File: src/rtl/mcmono_pkg.sv
// Shared constants and types for the mono downmix unit.
`default_nettype none
package mcmono_pkg;

    localparam int MAX_CHANNELS = 8;

    // Configuration register indexes and field widths.
    localparam int                 CFG_IDX_W    = 1;
    localparam int                 CFG_W        = 4;
    localparam int                 CFG_FMT_W    = 2;
    localparam int                 CFG_CH_W     = 4;
    localparam logic [CFG_IDX_W-1:0] CFG_FORMAT   = 1'd0;
    localparam logic [CFG_IDX_W-1:0] CFG_CHANNELS = 1'd1;

    // Sample format codes.
    localparam logic [CFG_FMT_W-1:0] FMT_INT16   = 2'd0;
    localparam logic [CFG_FMT_W-1:0] FMT_FLOAT32 = 2'd1;
    localparam logic [CFG_FMT_W-1:0] FMT_RESET   = FMT_FLOAT32;
    localparam logic [CFG_CH_W-1:0]  CH_RESET    = 4'd2;

    // Frame arithmetic widths.
    localparam int CH_W   = $clog2(MAX_CHANNELS + 1);
    localparam int POS_W  = (MAX_CHANNELS > 1) ? $clog2(MAX_CHANNELS) : 1;
    localparam int SUM_W  = 36;
    localparam int MAG_W  = SUM_W - 1;
    localparam int MUL_W  = 24 + $clog2(MAX_CHANNELS);
    localparam int PROD_W = MUL_W + 15;
    localparam int NUM_W  = MUL_W + 17;
    localparam int DIV_W  = 16 + $clog2(MAX_CHANNELS);
    localparam int CNT_W  = $clog2(DIV_W);

    localparam int FIFO_DEPTH = 2;

    localparam logic [14:0]        PCM_SCALE = 15'd32767;
    localparam logic signed [15:0] PCM_MAX   = 16'sh7FFF;
    localparam logic signed [15:0] PCM_MIN   = 16'sh8000;

    // One completed frame handed from the front end to the back end.
    typedef struct packed {
        logic signed [SUM_W-1:0] sum;
        logic                    zero;
        logic                    is_int;
        logic [CH_W-1:0]         ch;
        logic                    pkt_end;
    } t_frame;

endpackage
`default_nettype wire

File: src/rtl/mcmono_front.sv
// Front end: configuration, sample conversion and per-frame accumulation.
`default_nettype none
module mcmono_front (
    input  wire                            i_clk,
    input  wire                            i_rst_n,
    input  wire                            i_cfg_we,
    input  wire [mcmono_pkg::CFG_IDX_W-1:0] i_cfg_index,
    input  wire [mcmono_pkg::CFG_W-1:0]    i_cfg_data,
    input  wire                            i_in_valid,
    output logic                           o_in_ready,
    input  wire [31:0]                     i_sample_bits,
    input  wire                            i_silent,
    input  wire                            i_packet_last,
    input  wire                            i_fifo_full,
    output logic                           o_push,
    output mcmono_pkg::t_frame             o_frame
);
    import mcmono_pkg::*;

    logic [CFG_FMT_W-1:0]    r_fmt;
    logic [CFG_CH_W-1:0]     r_cc;
    logic signed [SUM_W-1:0] r_sum;
    logic [POS_W-1:0]        r_pos;
    logic                    r_sil;
    logic                    r_pend;

    logic [CH_W-1:0]         ch_act;
    logic signed [SUM_W-1:0] sample_val;
    logic signed [SUM_W-1:0] n_sum;
    logic [31:0]             fmag;
    logic                    accept;
    logic                    last;

    function automatic logic [31:0] flt_mag(input logic [31:0] b);
        logic [7:0]  e;
        logic [31:0] sig;
        logic [31:0] m;
        e   = b[30:23];
        sig = {9'b1, b[22:0]};
        m   = '0;
        if (e == 8'hFF) begin
            m = (b[22:0] != 23'd0) ? 32'd0 : 32'h8000_0000;
        end else if (e == 8'd0) begin
            m = '0;
        end else if (e >= 8'd134) begin
            m = 32'h8000_0000;
        end else if (e >= 8'd126) begin
            m = sig << (e - 8'd126);
        end else if (e > 8'd102) begin
            m = sig >> (8'd126 - e);
        end else begin
            m = '0;
        end
        return m;
    endfunction

    always_comb begin
        if (r_cc == '0) begin
            ch_act = CH_W'(1);
        end else if (int'(r_cc) > MAX_CHANNELS) begin
            ch_act = CH_W'(MAX_CHANNELS);
        end else begin
            ch_act = CH_W'(r_cc);
        end
    end

    assign fmag = flt_mag(i_sample_bits);

    always_comb begin
        case (r_fmt)
            FMT_INT16: begin
                sample_val = {{(SUM_W-16){i_sample_bits[15]}}, i_sample_bits[15:0]};
            end
            FMT_FLOAT32: begin
                sample_val = i_sample_bits[31] ? -SUM_W'(fmag) : SUM_W'(fmag);
            end
            default: begin
                sample_val = '0;
            end
        endcase
    end

    assign n_sum      = r_sum + sample_val;
    assign o_in_ready = !i_fifo_full;
    assign accept     = i_in_valid && o_in_ready;
    assign last       = (r_pos == POS_W'(ch_act - CH_W'(1)));
    assign o_push     = accept && last;

    always_comb begin
        o_frame.sum     = n_sum;
        o_frame.zero    = i_silent || r_sil ||
                          ((r_fmt != FMT_INT16) && (r_fmt != FMT_FLOAT32));
        o_frame.is_int  = (r_fmt == FMT_INT16);
        o_frame.ch      = ch_act;
        o_frame.pkt_end = i_packet_last || r_pend;
    end

    always_ff @(posedge i_clk) begin
        if (!i_rst_n) begin
            r_fmt  <= FMT_RESET;
            r_cc   <= CH_RESET;
            r_sum  <= '0;
            r_pos  <= '0;
            r_sil  <= 1'b0;
            r_pend <= 1'b0;
        end else if (i_cfg_we) begin
            if (i_cfg_index == CFG_FORMAT) begin
                r_fmt <= i_cfg_data[CFG_FMT_W-1:0];
            end
            if (i_cfg_index == CFG_CHANNELS) begin
                r_cc <= i_cfg_data[CFG_CH_W-1:0];
            end
            r_sum  <= '0;
            r_pos  <= '0;
            r_sil  <= 1'b0;
            r_pend <= 1'b0;
        end else if (accept) begin
            if (last) begin
                r_sum  <= '0;
                r_pos  <= '0;
                r_sil  <= 1'b0;
                r_pend <= 1'b0;
            end else begin
                r_sum  <= n_sum;
                r_pos  <= r_pos + POS_W'(1);
                r_sil  <= r_sil || i_silent;
                r_pend <= r_pend || i_packet_last;
            end
        end
    end

endmodule
`default_nettype wire

File: src/rtl/mcmono_fifo.sv
// Short frame queue between the front end and the back end.
`default_nettype none
module mcmono_fifo (
    input  wire                i_clk,
    input  wire                i_rst_n,
    input  wire                i_push,
    input  mcmono_pkg::t_frame i_din,
    output logic               o_full,
    input  wire                i_pop,
    output mcmono_pkg::t_frame o_dout,
    output logic               o_empty
);
    import mcmono_pkg::*;

    localparam int PTR_W = (FIFO_DEPTH > 1) ? $clog2(FIFO_DEPTH) : 1;
    localparam int CNT_Q = $clog2(FIFO_DEPTH + 1);

    t_frame             r_mem [FIFO_DEPTH];
    logic [PTR_W-1:0]   r_wptr;
    logic [PTR_W-1:0]   r_rptr;
    logic [CNT_Q-1:0]   r_count;
    logic               do_push;
    logic               do_pop;

    assign o_full  = (r_count == CNT_Q'(FIFO_DEPTH));
    assign o_empty = (r_count == '0);
    assign o_dout  = r_mem[r_rptr];
    assign do_push = i_push && !o_full;
    assign do_pop  = i_pop && !o_empty;

    always_ff @(posedge i_clk) begin
        if (do_push) begin
            r_mem[r_wptr] <= i_din;
        end
    end

    always_ff @(posedge i_clk) begin
        if (!i_rst_n) begin
            r_wptr  <= '0;
            r_rptr  <= '0;
            r_count <= '0;
        end else begin
            if (do_push) begin
                r_wptr <= (r_wptr == PTR_W'(FIFO_DEPTH - 1)) ? '0 : r_wptr + PTR_W'(1);
            end
            if (do_pop) begin
                r_rptr <= (r_rptr == PTR_W'(FIFO_DEPTH - 1)) ? '0 : r_rptr + PTR_W'(1);
            end
            if (do_push && !do_pop) begin
                r_count <= r_count + CNT_Q'(1);
            end else if (do_pop && !do_push) begin
                r_count <= r_count - CNT_Q'(1);
            end
        end
    end

endmodule
`default_nettype wire

File: src/rtl/mcmono_back.sv
// Back end: scaling, rounding division by the channel count and output register.
`default_nettype none
module mcmono_back (
    input  wire                i_clk,
    input  wire                i_rst_n,
    input  wire                i_empty,
    input  mcmono_pkg::t_frame i_frame,
    output logic               o_pop,
    output logic               o_out_valid,
    input  wire                i_out_ready,
    output logic signed [15:0] o_mono_sample,
    output logic               o_packet_end
);
    import mcmono_pkg::*;

    typedef enum logic [2:0] {
        ST_IDLE,
        ST_ABS,
        ST_MUL,
        ST_PREP,
        ST_DIV,
        ST_FIN
    } t_state;

    t_state                  r_state;
    logic signed [SUM_W-1:0] r_sum;
    logic                    r_zero;
    logic                    r_int;
    logic [CH_W-1:0]         r_ch;
    logic                    r_pend;
    logic                    r_neg;
    logic [MAG_W-1:0]        r_mag;
    logic                    r_sat;
    logic [PROD_W-1:0]       r_prod;
    logic [DIV_W-1:0]        r_quo;
    logic [POS_W-1:0]        r_rem;
    logic [CNT_W-1:0]        r_cnt;
    logic                    r_out_valid;
    logic signed [15:0]      r_out_sample;
    logic                    r_out_pend;

    logic [NUM_W-1:0]        num;
    logic [POS_W:0]          trial;
    logic                    qbit;
    logic [POS_W:0]          n_rem;
    logic signed [15:0]      result;
    logic                    out_load;

    assign o_pop         = (r_state == ST_IDLE) && !i_empty;
    assign o_out_valid   = r_out_valid;
    assign o_mono_sample = r_out_sample;
    assign o_packet_end  = r_out_pend;
    assign out_load      = (r_state == ST_FIN) && (!r_out_valid || i_out_ready);

    // Rounding numerator: 2 * mag * 32767 plus half of the divisor.
    assign num = NUM_W'({r_prod, 1'b0}) +
                 (r_int ? (NUM_W'(r_ch) << 15) : (NUM_W'(r_ch) << 24));

    assign trial = {r_rem, r_quo[DIV_W-1]};
    assign qbit  = (trial >= (POS_W+1)'(r_ch));
    assign n_rem = qbit ? (trial - (POS_W+1)'(r_ch)) : trial;

    always_comb begin
        if (r_zero) begin
            result = '0;
        end else if (r_sat) begin
            result = r_neg ? -PCM_MAX : PCM_MAX;
        end else if (r_quo > DIV_W'(PCM_MAX)) begin
            result = r_neg ? PCM_MIN : PCM_MAX;
        end else begin
            result = r_neg ? -signed'(r_quo[15:0]) : signed'(r_quo[15:0]);
        end
    end

    always_ff @(posedge i_clk) begin
        if (!i_rst_n) begin
            r_state     <= ST_IDLE;
            r_out_valid <= 1'b0;
        end else begin
            if (out_load) begin
                r_out_valid <= 1'b1;
            end else if (r_out_valid && i_out_ready) begin
                r_out_valid <= 1'b0;
            end
            case (r_state)
                ST_IDLE: begin
                    if (!i_empty) begin
                        r_sum   <= i_frame.sum;
                        r_zero  <= i_frame.zero;
                        r_int   <= i_frame.is_int;
                        r_ch    <= i_frame.ch;
                        r_pend  <= i_frame.pkt_end;
                        r_state <= ST_ABS;
                    end
                end
                ST_ABS: begin
                    r_neg   <= r_sum[SUM_W-1];
                    r_mag   <= r_sum[SUM_W-1] ? MAG_W'(-r_sum) : MAG_W'(r_sum);
                    r_state <= ST_MUL;
                end
                ST_MUL: begin
                    r_prod  <= PROD_W'(r_mag[MUL_W-1:0]) * PROD_W'(PCM_SCALE);
                    r_sat   <= !r_int && (r_mag >= (MAG_W'(r_ch) << 24));
                    r_state <= ST_PREP;
                end
                ST_PREP: begin
                    r_quo   <= r_int ? num[16 +: DIV_W] : num[25 +: DIV_W];
                    r_rem   <= '0;
                    r_cnt   <= '0;
                    r_state <= ST_DIV;
                end
                ST_DIV: begin
                    r_rem <= n_rem[POS_W-1:0];
                    r_quo <= {r_quo[DIV_W-2:0], qbit};
                    r_cnt <= r_cnt + CNT_W'(1);
                    if (r_cnt == CNT_W'(DIV_W - 1)) begin
                        r_state <= ST_FIN;
                    end
                end
                ST_FIN: begin
                    if (out_load) begin
                        r_out_sample <= result;
                        r_out_pend   <= r_pend;
                        r_state      <= ST_IDLE;
                    end
                end
                default: begin
                    r_state <= ST_IDLE;
                end
            endcase
        end
    end

endmodule
`default_nettype wire

File: src/rtl/multichannel_to_mono_pcm16_unit.sv
// Top level of the interleaved-channel to mono PCM16 downmix unit.
//
//  Channel   Handshake                    Payload
//  --------  ---------------------------  ---------------------------------------
//  input     i_in_valid / o_in_ready      i_sample_bits, i_silent, i_packet_last
//  output    o_out_valid / i_out_ready    o_mono_sample, o_packet_end
//  config    i_cfg_we (no wait)           i_cfg_index, i_cfg_data
//
// The front end takes one sample transaction per cycle while the two-entry frame queue has room.
// A frame holds the back end from the pop through three scaling states (ABS, MUL, PREP), the
// one-bit-per-cycle divider and the load of the output register; it pops the next frame only when idle.
// Reset is synchronous; it restores float32 format and two channels and clears the partial frame.
// A stalled output holds the result register and the back end waits, then the queue fills.
`default_nettype none
module multichannel_to_mono_pcm16_unit (
    input  wire                             i_clk,
    input  wire                             i_rst_n,
    input  wire                             i_cfg_we,
    input  wire [mcmono_pkg::CFG_IDX_W-1:0] i_cfg_index,
    input  wire [mcmono_pkg::CFG_W-1:0]     i_cfg_data,
    input  wire                             i_in_valid,
    output logic                            o_in_ready,
    input  wire [31:0]                      i_sample_bits,
    input  wire                             i_silent,
    input  wire                             i_packet_last,
    output logic                            o_out_valid,
    input  wire                             i_out_ready,
    output logic signed [15:0]              o_mono_sample,
    output logic                            o_packet_end
);
    import mcmono_pkg::*;

    t_frame push_frame;
    t_frame pop_frame;
    logic   push;
    logic   pop;
    logic   fifo_full;
    logic   fifo_empty;

    mcmono_front u_front (
        .i_clk         (i_clk),
        .i_rst_n       (i_rst_n),
        .i_cfg_we      (i_cfg_we),
        .i_cfg_index   (i_cfg_index),
        .i_cfg_data    (i_cfg_data),
        .i_in_valid    (i_in_valid),
        .o_in_ready    (o_in_ready),
        .i_sample_bits (i_sample_bits),
        .i_silent      (i_silent),
        .i_packet_last (i_packet_last),
        .i_fifo_full   (fifo_full),
        .o_push        (push),
        .o_frame       (push_frame)
    );

    mcmono_fifo u_fifo (
        .i_clk   (i_clk),
        .i_rst_n (i_rst_n),
        .i_push  (push),
        .i_din   (push_frame),
        .o_full  (fifo_full),
        .i_pop   (pop),
        .o_dout  (pop_frame),
        .o_empty (fifo_empty)
    );

    mcmono_back u_back (
        .i_clk         (i_clk),
        .i_rst_n       (i_rst_n),
        .i_empty       (fifo_empty),
        .i_frame       (pop_frame),
        .o_pop         (pop),
        .o_out_valid   (o_out_valid),
        .i_out_ready   (i_out_ready),
        .o_mono_sample (o_mono_sample),
        .o_packet_end  (o_packet_end)
    );

endmodule
`default_nettype wire

File: config.mk
export PLATFORM = sky130hd
export DESIGN_NAME = multichannel_to_mono_pcm16_unit
export DESIGN_NICKNAME = d
export VERILOG_FILES = /design/src/rtl/mcmono_pkg.sv /design/src/rtl/mcmono_front.sv /design/src/rtl/mcmono_fifo.sv /design/src/rtl/mcmono_back.sv /design/src/rtl/multichannel_to_mono_pcm16_unit.sv
export SDC_FILE = /design/constraint.sdc
export NUM_CORES = 1
export LEC_CHECK = 0
export BUFFER_PORTS_ARGS = -buffer_cell sky130_fd_sc_hd__buf_2
export CAP_MARGIN = 15
export CORE_MARGIN = 2
export CORE_UTILIZATION = 55
export DETAILED_ROUTE_END_ITERATION = 16
export GPL_TIMING_DRIVEN = 0
export PLACE_DENSITY = 0.71
export SYNTH_ARGS = -nofsm -noshare
export SYNTH_HDL_FRONTEND = slang
export SYNTH_HIERARCHICAL = 1
export SYNTH_SLANG_ARGS = --single-unit
File: constraint.sdc
create_clock -name i_clk -period 14.65 [get_ports i_clk]
set_clock_uncertainty 0.05 [all_clocks]
set_input_delay 2.93 -clock i_clk [delete_from_list [all_inputs] [get_ports i_clk]]
set_output_delay 2.93 -clock i_clk [all_outputs]
set_load 0.005 [all_outputs]
==> impl_metrics.csv <==
group,metric,value,unit
outcome,outcome,"completed",
layout,final_cells,3381,
yosys,syn_area,26900,um^2
layout,final_common_cell,"inv_1",
clocking,clock-root-buffer,"clkbuf_16",
yosys,synthArstFlopShare,0,
drt,wl_per_cell,22.8,um
yosys,synth-edff-count,238,
yosys,synth_flop_cell,"edfxtp_1",
grt,grt_pass1_wl,120,mm
drt,post-route-drc-count,0,
layout,diodes,0,
clocking,cts_tree,"done",
yosys,ys_types,93,
clocking,htree_levels,2,
drt,drt_iter0_markers,1706,
sta,hold_viol,0,
drt,first_pass_iters,5,
yosys,synthCells,2640,
critical_path,cp-start-kind,"primary input",
sta,fin_crit_sh,0.808,
floorplanning,dieArea,50600,um^2
floorplanning,io_pins,63,
drt,num_vias,20782,
yosys,yosys_warnings,6,
layout,syn2layout_area_growth,8.73,%
place,dp_hpwl,63.0,mm
sta,period_needed,11840,ps
floorplanning,start_util,0.560,
hold_path,hp-class,"register to register",
floorplanning,fp.dieH,225,um
clocking,clkTransAtPathRegs,60,ps
layout,post-route-cell-area,29200,um^2
clocking,clk_latency,550,ps
layout,fillers,3989,
layout,final-seq-area,8270,um^2
yosys,ys_ff_latch,294,
grt,grt_pass1_vias,21180,
layout,multi_input_area,16900,um^2
place,io_buffers,54,
critical_path,required,15020,ps
place,place_area,28000,um^2
sta,max_clock_freq,84.5,MHz
yosys,seq_area_frac_synth,0.308,
sta,rsz0062_at_grt,"false",
grt,grt_usage,0.310,
clocking,hold_buffers,0,
clocking,cts_setup_buffers,0,
sta,slew_violations,0,
sta,tns,0,ps
drt,postRouteAntennaNets,0,
grt,overflow,0,
critical_path,path_class,"primary input to register",
sta,timing.slew.headroom,0.142,
place,place_inst,3317,
floorplanning,rows,80,
yosys,syn-num-nets,3055,
critical_path,arrival,12210,ps
floorplanning,core,47900,um^2
clocking,cts_buffers,35,
critical_path,cp-end-kind,"register",
grt,antenna_found_initial,0,
layout,nNetsFinal,3155,
critical_path,crit_fanout,11,
critical_path,cpPeakStageDelay,720,ps
place,place.gp.congestion,0.979,
critical_path,crit_slowest_cell,"clkbuf_1",
grt,grt_max_degree,38,
sta,tightestPinTransition,1270,ps
layout,final_cell_mix,"inv_1, edfxtp_1, fa_1",
yosys,synth.avg_cell_area,10.2,um^2
clocking,post_cts.resized_instances,0,
drt,drt_wl_total,77.0,mm
job,drv_cap,0,
clocking,cts.sinks,294,
drt,avgViaCountPerCell,6.15,
layout,layout-drive-gt1-share,0.102,
floorplanning,dieWidth,225,um
clocking,cts_buffer_depth,3,
sta,setup_viol,0,
[synthesized netlist by cell type, drive strengths merged (55+ instances only)]
library cell | n | area [um^2]
ha | 174 | 2180
edfxtp | 238 | 7150
xnor2 | 113 | 997
dfxtp | 56 | 1120
inv | 311 | 1170
clkbuf | 82 | 308
o21ai | 116 | 581
fa | 197 | 3940
nor2 | 160 | 603
a21oi | 131 | 656
nand2 | 185 | 694
xor2 | 55 | 489
mux2i | 69 | 691
[metal layers]
layer | GRT usage | vias up | wire length (um)
met5 | 0 | - | 0
met4 | 0.125 | 0 | 3140
met3 | 0.0356 | 154 | 3940
met2 | 0.533 | 681 | 38200
met1 | 0.402 | 10359 | 31700
li1 | - | 9588 | -
[worst max-delay path, delay by kind of cell]
family                     cells  cell delay, ps
buffers and inverters         10            3300
AOI/OAI and AO/OA             13            3620
adders and majority gates      3             810
and+or+nand+nor                4            1190
xor gates and xnor gates       1             200
muxes                          1             110
[path summary, 6_finish.rpt]
check	startpoint	endpoint	slack [ps]	depth (start not counted)
worst max-delay path	i_sample_bits[23]	u_front/r_sum[30]$_SDFFE_PP0P_	2810	32
worst min-delay path	u_back/r_pend$_DFFE_PP_	u_back/o_packet_end$_DFFE_PP_	410	0
worst max register to register	u_back/r_mag[12]$_DFFE_PP_	u_back/r_prod[33]$_DFFE_PP_	7500	20
worst min register to register	u_back/r_pend$_DFFE_PP_	u_back/o_packet_end$_DFFE_PP_	410	0
[flip-flops by register name (all words and copies together) (netlist names), 2 cells and up, named ones only]
register and cells:
u_back/o_mono_sample 16, u_front/r_sum 36, u_back/r_state 3, u_front/r_cc 4, u_fifo/r_count 2, u_back/r_prod 28, u_fifo/r_mem 86, u_back/r_rem 3
u_back/r_ch 4, u_back/r_sum 36, u_front/r_fmt 2, u_back/r_mag 35, u_back/r_cnt 5, u_back/r_quo 19, u_front/r_pos 3
[cell families (layout without fill, tap and decap cells)]
kind of cell	count (synthesis)	in the layout	share of synthesized area
compound gates	560	560	0.140
xor+xnor	168	168	0.0553
mux	165	165	0.0836
flops	294	294	0.308
buf+inv	434	560	0.0643
simple gates	648	648	0.122
fa+ha+maj	371	371	0.228
[final cells by class]
class / count / share of cell area
buffer: 123 / 0.0192
clock buffer: 41 / 0.0311
clock inverter: 22 / 0.00775
inverter: 311 / 0.0400
multi-input combinational: 1912 / 0.578
sequential: 294 / 0.283
tap: 615 / 0.0263
timing repair buffer: 63 / 0.0144
[stage by stage]
step,setup slack [ps],util,hold slack [ps]
final,2810,0.609,406
after global routing,2210,0.609,414
after CTS,2990,0.609,405
after detailed placement,2450,0.585,390
after global placement,2470,0.582,383
after floorplan,4890,-,350
Power is not shown: default switching activity piles up to over one toggle a cycle in this logic, so the estimate is an artifact.
